===== config.mk =====
export PLATFORM = sky130hd
export DESIGN_NAME = xysm_ctrl
export DESIGN_NICKNAME = d
export VERILOG_FILES = /design/src/rtl/core/xysm_pkg.sv /design/src/rtl/core/xysm_ctrl.sv
export SDC_FILE = /design/constraint.sdc
export NUM_CORES = 1
export LEC_CHECK = 0
export BUFFER_PORTS_ARGS = -buffer_cell sky130_fd_sc_hd__buf_4
export CORE_AREA = 3 3 47 65
export DETAILED_ROUTE_END_ITERATION = 7
export DIE_AREA = 0 0 50 68
export GPL_TIMING_DRIVEN = 1
export HOLD_SLACK_MARGIN = 0.15
export PLACE_DENSITY = 0.73
export SLEW_MARGIN = 20
export SYNTH_ARGS = -nofsm -noshare
export SYNTH_HDL_FRONTEND = slang
export SYNTH_SLANG_ARGS = --single-unit

===== constraint.sdc =====
create_clock -name clk -period 2.5 [get_ports clk]
set_clock_uncertainty 0.05 [all_clocks]
set_input_delay 0.375 -clock clk [delete_from_list [all_inputs] [get_ports clk]]
set_output_delay 0.375 -clock clk [all_outputs]
set_load 0.005 [all_outputs]

===== src/rtl/core/xysm_pkg.sv =====
package xysm_pkg;

  // default geometry and table size
  localparam int LatticeWidthDef  = 64;
  localparam int LatticeHeightDef = 64;
  localparam int CosTableDepthDef = 1024;

  // fixed field widths and store geometry
  localparam int SiteW      = 12;
  localparam int AngleW     = 16;
  localparam int EnergyW    = 16;
  localparam int TempW      = 16;
  localparam int StoreDepth = 4096;

  localparam logic [TempW-1:0]  TempReset = 16'd256;
  localparam logic [AngleW-1:0] HalfTurn  = 16'h8000;

  // quarter-wave cosine polynomial coefficients, Q30
  localparam logic [30:0] CosCoef [7] = '{
    31'd1073741824, 31'd1324675879, 31'd272375560, 31'd22401992,
    31'd987049, 31'd27060, 31'd506
  };

  // e^-n for the integer part, Q30
  localparam logic [30:0] ExpInt [12] = '{
    31'd1073741824, 31'd395007542, 31'd145315154, 31'd53458457,
    31'd19666267, 31'd7234815, 31'd2661540, 31'd979126,
    31'd360200, 31'd132510, 31'd48748, 31'd17933
  };

  // e^-(2^-j) for fraction bits j = 1..12, Q30
  localparam logic [30:0] ExpFrac [12] = '{
    31'd651257337, 31'd836230974, 31'd947573834, 31'd1008687096,
    31'd1040706261, 31'd1057095000, 31'd1065385899, 31'd1069555701,
    31'd1071646719, 31'd1072693760, 31'd1073217664, 31'd1073479712
  };

  // datapath operations
  localparam logic [4:0] OP_NONE    = 5'd0;
  localparam logic [4:0] OP_CLEAR   = 5'd1;
  localparam logic [4:0] OP_LOAD    = 5'd2;
  localparam logic [4:0] OP_ROW_MUL = 5'd3;
  localparam logic [4:0] OP_ROW_CHK = 5'd4;
  localparam logic [4:0] OP_ROW_FIX = 5'd5;
  localparam logic [4:0] OP_NB      = 5'd6;
  localparam logic [4:0] OP_RD      = 5'd7;
  localparam logic [4:0] OP_COS_IDX = 5'd8;
  localparam logic [4:0] OP_COS_QE  = 5'd9;
  localparam logic [4:0] OP_COS_CHK = 5'd10;
  localparam logic [4:0] OP_COS_FIX = 5'd11;
  localparam logic [4:0] OP_COS_SQ  = 5'd12;
  localparam logic [4:0] OP_COS_S   = 5'd13;
  localparam logic [4:0] OP_HMUL    = 5'd14;
  localparam logic [4:0] OP_HSUB    = 5'd15;
  localparam logic [4:0] OP_COS_ACC = 5'd16;
  localparam logic [4:0] OP_DE      = 5'd17;
  localparam logic [4:0] OP_EMUL    = 5'd18;
  localparam logic [4:0] OP_EK      = 5'd19;
  localparam logic [4:0] OP_XMUL    = 5'd20;
  localparam logic [4:0] OP_XRND    = 5'd21;
  localparam logic [4:0] OP_DEC     = 5'd22;
  localparam logic [4:0] OP_WR      = 5'd23;
  localparam logic [4:0] OP_OUT     = 5'd24;

  typedef struct packed {
    logic [SiteW-1:0]  site_index;
    logic [AngleW-1:0] proposal_offset;
    logic [15:0]       accept_draw;
  } in_item_t;

  typedef struct packed {
    logic [SiteW-1:0]          updated_site;
    logic                      accepted;
    logic [AngleW-1:0]         spin_angle;
    logic signed [EnergyW-1:0] energy_change;
  } out_item_t;

  typedef struct packed {
    logic [4:0] op;
    logic [3:0] idx;
    logic       cap_en;
    logic [2:0] cap_idx;
  } dp_cmd_t;

  typedef struct packed {
    logic clear_done;
    logic in_range;
    logic out_free;
  } dp_status_t;

endpackage


===== src/rtl/core/xysm_ctrl.sv =====
module xysm_ctrl (
  input  logic                 clk,
  input  logic                 rst_n,
  input  logic                 in_valid,
  output logic                 in_ready,
  input  xysm_pkg::dp_status_t status,
  output xysm_pkg::dp_cmd_t    cmd
);

  localparam logic [4:0] S_CLEAR = 5'd0;
  localparam logic [4:0] S_IDLE  = 5'd1;
  localparam logic [4:0] S_ROW0  = 5'd2;
  localparam logic [4:0] S_ROW1  = 5'd3;
  localparam logic [4:0] S_ROW2  = 5'd4;
  localparam logic [4:0] S_NB    = 5'd5;
  localparam logic [4:0] S_RD    = 5'd6;
  localparam logic [4:0] S_CIDX  = 5'd7;
  localparam logic [4:0] S_CQE   = 5'd8;
  localparam logic [4:0] S_CCHK  = 5'd9;
  localparam logic [4:0] S_CFIX  = 5'd10;
  localparam logic [4:0] S_CSQ   = 5'd11;
  localparam logic [4:0] S_CS    = 5'd12;
  localparam logic [4:0] S_HMUL  = 5'd13;
  localparam logic [4:0] S_HSUB  = 5'd14;
  localparam logic [4:0] S_CACC  = 5'd15;
  localparam logic [4:0] S_DE    = 5'd16;
  localparam logic [4:0] S_EMUL  = 5'd17;
  localparam logic [4:0] S_EK    = 5'd18;
  localparam logic [4:0] S_XMUL  = 5'd19;
  localparam logic [4:0] S_XRND  = 5'd20;
  localparam logic [4:0] S_DEC   = 5'd21;
  localparam logic [4:0] S_WR    = 5'd22;
  localparam logic [4:0] S_DONE  = 5'd23;

  logic [4:0] state_r, state_nxt;
  logic [3:0] cnt_r, cnt_nxt;
  logic [2:0] term_r, term_nxt;

  always_ff @(posedge clk) begin
    if (!rst_n) begin
      state_r <= S_CLEAR;
      cnt_r   <= '0;
      term_r  <= '0;
    end else begin
      state_r <= state_nxt;
      cnt_r   <= cnt_nxt;
      term_r  <= term_nxt;
    end
  end

  assign in_ready = (state_r == S_IDLE);

  // sequencer
  always_comb begin
    state_nxt = state_r;
    cnt_nxt   = cnt_r;
    term_nxt  = term_r;
    cmd       = '0;
    cmd.op    = xysm_pkg::OP_NONE;
    unique case (state_r)
      S_CLEAR: begin
        if (status.clear_done) begin
          state_nxt = S_IDLE;
        end else begin
          cmd.op = xysm_pkg::OP_CLEAR;
        end
      end
      S_IDLE: begin
        if (in_valid) begin
          cmd.op    = xysm_pkg::OP_LOAD;
          state_nxt = S_ROW0;
        end
      end
      S_ROW0: begin
        cmd.op    = xysm_pkg::OP_ROW_MUL;
        state_nxt = S_ROW1;
      end
      S_ROW1: begin
        cmd.op    = xysm_pkg::OP_ROW_CHK;
        state_nxt = S_ROW2;
      end
      S_ROW2: begin
        cmd.op    = xysm_pkg::OP_ROW_FIX;
        state_nxt = status.in_range ? S_NB : S_DONE;
      end
      S_NB: begin
        cmd.op    = xysm_pkg::OP_NB;
        cnt_nxt   = '0;
        state_nxt = S_RD;
      end
      S_RD: begin
        // issue site then four neighbour reads, capture each read in the next cycle
        cmd.op      = xysm_pkg::OP_RD;
        cmd.idx     = cnt_r;
        cmd.cap_en  = (cnt_r != 4'd0);
        cmd.cap_idx = 3'(cnt_r - 4'd1);
        if (cnt_r == 4'd5) begin
          term_nxt  = '0;
          state_nxt = S_CIDX;
        end else begin
          cnt_nxt = cnt_r + 4'd1;
        end
      end
      S_CIDX: begin
        cmd.op    = xysm_pkg::OP_COS_IDX;
        cmd.idx   = {1'b0, term_r};
        state_nxt = S_CQE;
      end
      S_CQE: begin
        cmd.op    = xysm_pkg::OP_COS_QE;
        state_nxt = S_CCHK;
      end
      S_CCHK: begin
        cmd.op    = xysm_pkg::OP_COS_CHK;
        state_nxt = S_CFIX;
      end
      S_CFIX: begin
        cmd.op    = xysm_pkg::OP_COS_FIX;
        state_nxt = S_CSQ;
      end
      S_CSQ: begin
        cmd.op    = xysm_pkg::OP_COS_SQ;
        state_nxt = S_CS;
      end
      S_CS: begin
        cmd.op    = xysm_pkg::OP_COS_S;
        cnt_nxt   = 4'd5;
        state_nxt = S_HMUL;
      end
      S_HMUL: begin
        cmd.op    = xysm_pkg::OP_HMUL;
        state_nxt = S_HSUB;
      end
      S_HSUB: begin
        cmd.op  = xysm_pkg::OP_HSUB;
        cmd.idx = cnt_r;
        if (cnt_r == 4'd0) begin
          state_nxt = S_CACC;
        end else begin
          cnt_nxt   = cnt_r - 4'd1;
          state_nxt = S_HMUL;
        end
      end
      S_CACC: begin
        cmd.op  = xysm_pkg::OP_COS_ACC;
        cmd.idx = {1'b0, term_r};
        if (term_r == 3'd7) begin
          state_nxt = S_DE;
        end else begin
          term_nxt  = term_r + 3'd1;
          state_nxt = S_CIDX;
        end
      end
      S_DE: begin
        cmd.op    = xysm_pkg::OP_DE;
        state_nxt = S_EMUL;
      end
      S_EMUL: begin
        cmd.op    = xysm_pkg::OP_EMUL;
        state_nxt = S_EK;
      end
      S_EK: begin
        cmd.op    = xysm_pkg::OP_EK;
        cnt_nxt   = '0;
        state_nxt = S_XMUL;
      end
      S_XMUL: begin
        cmd.op    = xysm_pkg::OP_XMUL;
        cmd.idx   = cnt_r;
        state_nxt = S_XRND;
      end
      S_XRND: begin
        cmd.op  = xysm_pkg::OP_XRND;
        cmd.idx = cnt_r;
        if (cnt_r == 4'd11) begin
          state_nxt = S_DEC;
        end else begin
          cnt_nxt   = cnt_r + 4'd1;
          state_nxt = S_XMUL;
        end
      end
      S_DEC: begin
        cmd.op    = xysm_pkg::OP_DEC;
        state_nxt = S_WR;
      end
      S_WR: begin
        cmd.op    = xysm_pkg::OP_WR;
        state_nxt = S_DONE;
      end
      S_DONE: begin
        if (status.out_free) begin
          cmd.op    = xysm_pkg::OP_OUT;
          state_nxt = S_IDLE;
        end
      end
      default: begin
        state_nxt = S_IDLE;
      end
    endcase
  end

endmodule


---- Word level (Yosys, flattened, before mapping) ----
Index checks and enable logic that the tools add are counted.
storage, ports and cells
  register bits after elaboration ......... 12
  latch bits .............................. 0
  bits in writable memories ............... 0
  memory bits (read-only) ................. 0
  input bits .............................. 6
  logic and storage cells ................. 73
  memories kept ........................... 0
cells by class
  add/sub/neg operators ................... 3
  multipliers ............................. 0
  divide/modulo/power cells ............... 0
  order comparisons ....................... 0
  eq/ne operators ......................... 34
  shifts and indexed selects .............. 0
  multiplexer cells ....................... 22
  bitwise logic cells ..................... 0
  reduce and logical (&&, ||, !) cells .... 11
operator list
  kind                                                                   count
  5-bit one-hot mux with 24 select lines                                 2
  5-bit by 4-bit equality test with 1-bit output, second input constant  8
  5-bit equality test, second input constant                             8
  5-bit two-way mux                                                      7
  5-bit by 3-bit equality test with 1-bit output, second input constant  4
  4-bit one-hot mux with 5 select lines                                  1
  4-bit two-way mux                                                      4
  2-bit inequality test, second input constant                           8
  5-bit by 2-bit equality test with 1-bit output, second input constant  2
  3-bit two-way mux                                                      3
  4-bit one-hot mux with 2 select lines                                  1
  4-bit AND reduction                                                    2
  3-bit one-hot mux with 2 select lines                                  1
  5-bit by 1-bit equality test with 1-bit output, second input constant  1
  5-bit zero test                                                        1
  5-bit nonzero test                                                     1
  4-bit by 1-bit adder with 4-bit output, second input constant          1
  4-bit by 3-bit equality test with 1-bit output, second input constant  1
  4-bit equality test, second input constant                             1
  4-bit zero test                                                        1
  2-bit two-way mux                                                      2
  4-bit nonzero test                                                     1
  2-bit OR reduction                                                     2
  4-bit OR reduction                                                     1
  6 further kinds                                                        6

---- Longest topological paths before layout ----
  depth after elaboration ................. 4
  mapped depth ............................ 7
  depth with buffers taken out ............ 7

---- Worst setup path after synthesis ----
OpenSTA, ideal clock, no wires.
  path kind ............................... register to output
  from .................................... register state_r[3]
  to ...................................... output port cmd[4] (netlist bit)
  data arrival time ....................... 1.494 ns
  required time ........................... 2.075 ns
  setup slack ............................. 0.581 ns
  stages on the path, launching flop included .. 6
  path through ............................ dfxtp_1 > clkbuf_1 > nand2b_1 > mux2_2 > o31ai_1 > a22o_1
RTL lines
  item                      line             RTL
  start: declaration        xysm_ctrl.sv:35  logic [4:0] state_r, state_nxt;
  start signal: assignment  xysm_ctrl.sv:45  state_r <= state_nxt;
  end: declaration          xysm_ctrl.sv:7   output xysm_pkg::dp_cmd_t cmd

==> impl_metrics.json <==
{
  "status": "completed",
  "grt_pass1_wl_mm": 5.91,
  "seq_area_frac_synth": 0.194,
  "diodes": 0,
  "cp_max_fo": 14,
  "synth.distinct_cells": 58,
  "drt_iter0_markers": 93,
  "rsz0062_at_grt": "false",
  "critical_path_class": "flop to output pin",
  "cts_tree": "yes",
  "worst-path-buf-inv": 2,
  "cp.required_ns": 2.08,
  "grt_max_degree": 15,
  "cts_hold_buf": 0,
  "first_global_vias": 1261,
  "critPathTopFamily": "simple AND/OR/NAND/NOR gates",
  "reg2reg_slack_ns": 0.37,
  "syn-num-nets": 175,
  "track_usage": 0.220,
  "io_buffers": 19,
  "fin_cells": 216,
  "num_vias": 1375,
  "cp.arrival_ns": 1.99,
  "clock_latency_ns": 0.29,
  "syn-instance-count": 163,
  "fp.dieH_microns": 68,
  "gp_congestion": 0.895,
  "min_path_type": "input pin to flop",
  "grt_overflow": 0,
  "r2r_cells": 5,
  "nNetsFinal": 195,
  "drive_above_1_share": 0.231,
  "cpPeakStageDelay_ns": 0.60,
  "synth_area_sq_mm": 0.00124,
  "yosys_warnings": 0,
  "cts_root_buf": "clkbuf_4",
  "drv_cap": 0,
  "dp_cells": 212,
  "startpoint_type": "flop",
  "max_clock_freq_ghz": 0.415,
  "placement_rows": 21,
  "synth-seq-cells": 12,
  "ios": 20,
  "setup_viol": 0,
  "period_needed_ns": 2.41,
  "floorplan.initialDensity": 0.495,
  "synth_flop_cell": "dfxtp_1",
  "clk_pin_slew_ns": 0.09,
  "ir_drop_uv": 184,
  "wl_per_cell_microns": 16.1,
  "drv_slew": 0,
  "ant_nets": 0,
  "end_kind": "output pin",
  "cts_sinks": 12,
  "hold_start": "rst_n",
  "relSlewSlack": 0.669,
  "syn_to_final_growth_pct": 18.0,
  "final_common_cell": "buf_4",
  "timing.final.crit_share": 0.965,
  "drt-pass1-iter-count": 6,
  "hold_ws_ns": 0.296,
  "regToRegEndpoint": "cnt_r[1]$_SDFFE_PN0P_",
  "htreeDepth": 1,
  "crit_top_cell": "buf_4",
  "p_leak_nw": 0.598,
  "vias_per_cell": 6.37,
  "startpoint": "state_r[1]$_SDFFE_PN0P_",
  "p_per_area_mw_per_mm2": 291,
  "die_x_microns": 50,
  "drc_errors": 0,
  "final_cell_mix": "27 x buf_4, 18 x nor2_1, 11 x a21oi_1, 11 x dfxtp_1, 10 x nand2_1",
  "die-area_sq_mm": 0.00340,
  "hold_viol_final": 0,
  "whs_endpoint": "state_r[4]$_SDFFE_PN0P_",
  "cp_cell_sequence": "nand2_1 -> or3_1 -> o31ai_1 -> buf_4 -> and2_1 -> buf_4",
  "postSynthAreaPerCell_sq_um": 7.58,
  "core_sq_mm": 0.00250,
  "hpwl_mm": 2.57,
  "setup_tns_ns": 0,
  "antenna_found_initial": 0,
  "routed_wl_mm": 3.48,
  "n_fill_cell": 233,
  "worstMarginPinSlew_ns": 0.496,
  "synth_edf_count": 0,
  "cts_buffer_depth": 2,
  "async_flop_share": 0,
  "numCtsBuffers": 3,
  "rr_startpoint": "state_r[2]$_SDFFE_PN0P_",
  "crit_slowest_cell": "dfxtp_1",
  "holdPathStages": 2
}
## metal layers
layer  global-route usage  wire, microns  share of wire  vias to the layer above
met5                    0              0              0                        -
met4               0.0727             50          0.014                        0
met3               0.0261            284          0.082                        9
met2                0.391           1690           0.49                       67
met1                0.274           1450           0.42                      646
li1                     -              -              -                      653
## state kept, by name (all words and copies together), names as in the netlist
register	count
cnt_r	4
state_r	5
term_r	3
## power breakdown
group          leakage, nW  switching, W  internal, W
registers           0.0974    0.00000610     0.000193
clock network       0.0210     0.0000810    0.0000889
logic                0.479     0.0000279    0.0000274
total                0.598      0.000115     0.000309
## metrics by stage
stage / cell area [sq um] / utilization / total power [W] / worst slack [ns]
2_1_floorplan: 1240 / - / 0.000233 / 0.581
3_3_place_gp: 1420 / 0.568 / 0.000257 / 0.401
3_5_place_dp: 1420 / 0.568 / 0.000258 / 0.393
4_1_cts: 1460 / 0.583 / 0.000421 / 0.0547
5_1_grt: 1460 / 0.584 / 0.000437 / 0.00722
6_report: 1460 / 0.584 / 0.000424 / 0.0883
## cell type report
type	count	area [sq um]	share of cell area
Tap cell	34	42.5	0.0292
Clock buffer	4	36.3	0.0249
Multi-Input combinational cell	133	913	0.626
Sequential cell	12	241	0.166
Inverter	6	22.5	0.0154
Timing Repair Buffer	27	203	0.139
## worst max path at each step
stage                             to  depth (start not counted)  slack (ns)
2_1_floorplan                 cmd[4]                          5        0.58
3_5_place_dp   cnt_r[1]$_SDFFE_PN0P_                          5        0.39
5_1_grt                       cmd[7]                          6       0.007
6_report                      cmd[7]                          6        0.09
3_3_place_gp   cnt_r[1]$_SDFFE_PN0P_                          5        0.40
4_1_cts                       cmd[7]                          6        0.05
## timing repair
action	CTS	global route
buffers inserted	0	0
resized for setup	0	2
endpoints found under the setup margin	0	4
## synth_stat cells, drive strengths merged, types with 3 or more instances
master	count	area [sq um]
dfxtp	12	240
a22o	3	26.3
nand2	10	37.5
nand2b	6	40.0
nor2b	3	18.8
a22oi	3	22.5
nor3	7	40.0
inv	6	22.5
o21ai	5	28.8
o31ai	4	30.0
clkbuf	6	22.5
buf	6	40.0
a221oi	3	26.3
nor4	4	25.0
nand3	4	20.0
nor2	19	73.8
ha	6	75.1
a21oi	11	55.1
## logic make-up after synthesis
logic type / count (synthesis) / synth area share
xor+xnor: 3 / 0.0213
simple gates: 69 / 0.316
flops: 12 / 0.194
buf+inv: 18 / 0.0688
fa+ha+maj: 6 / 0.0607
compound gates: 52 / 0.314
mux: 3 / 0.0253
Note: power is estimated with default switching activity, not from simulation.
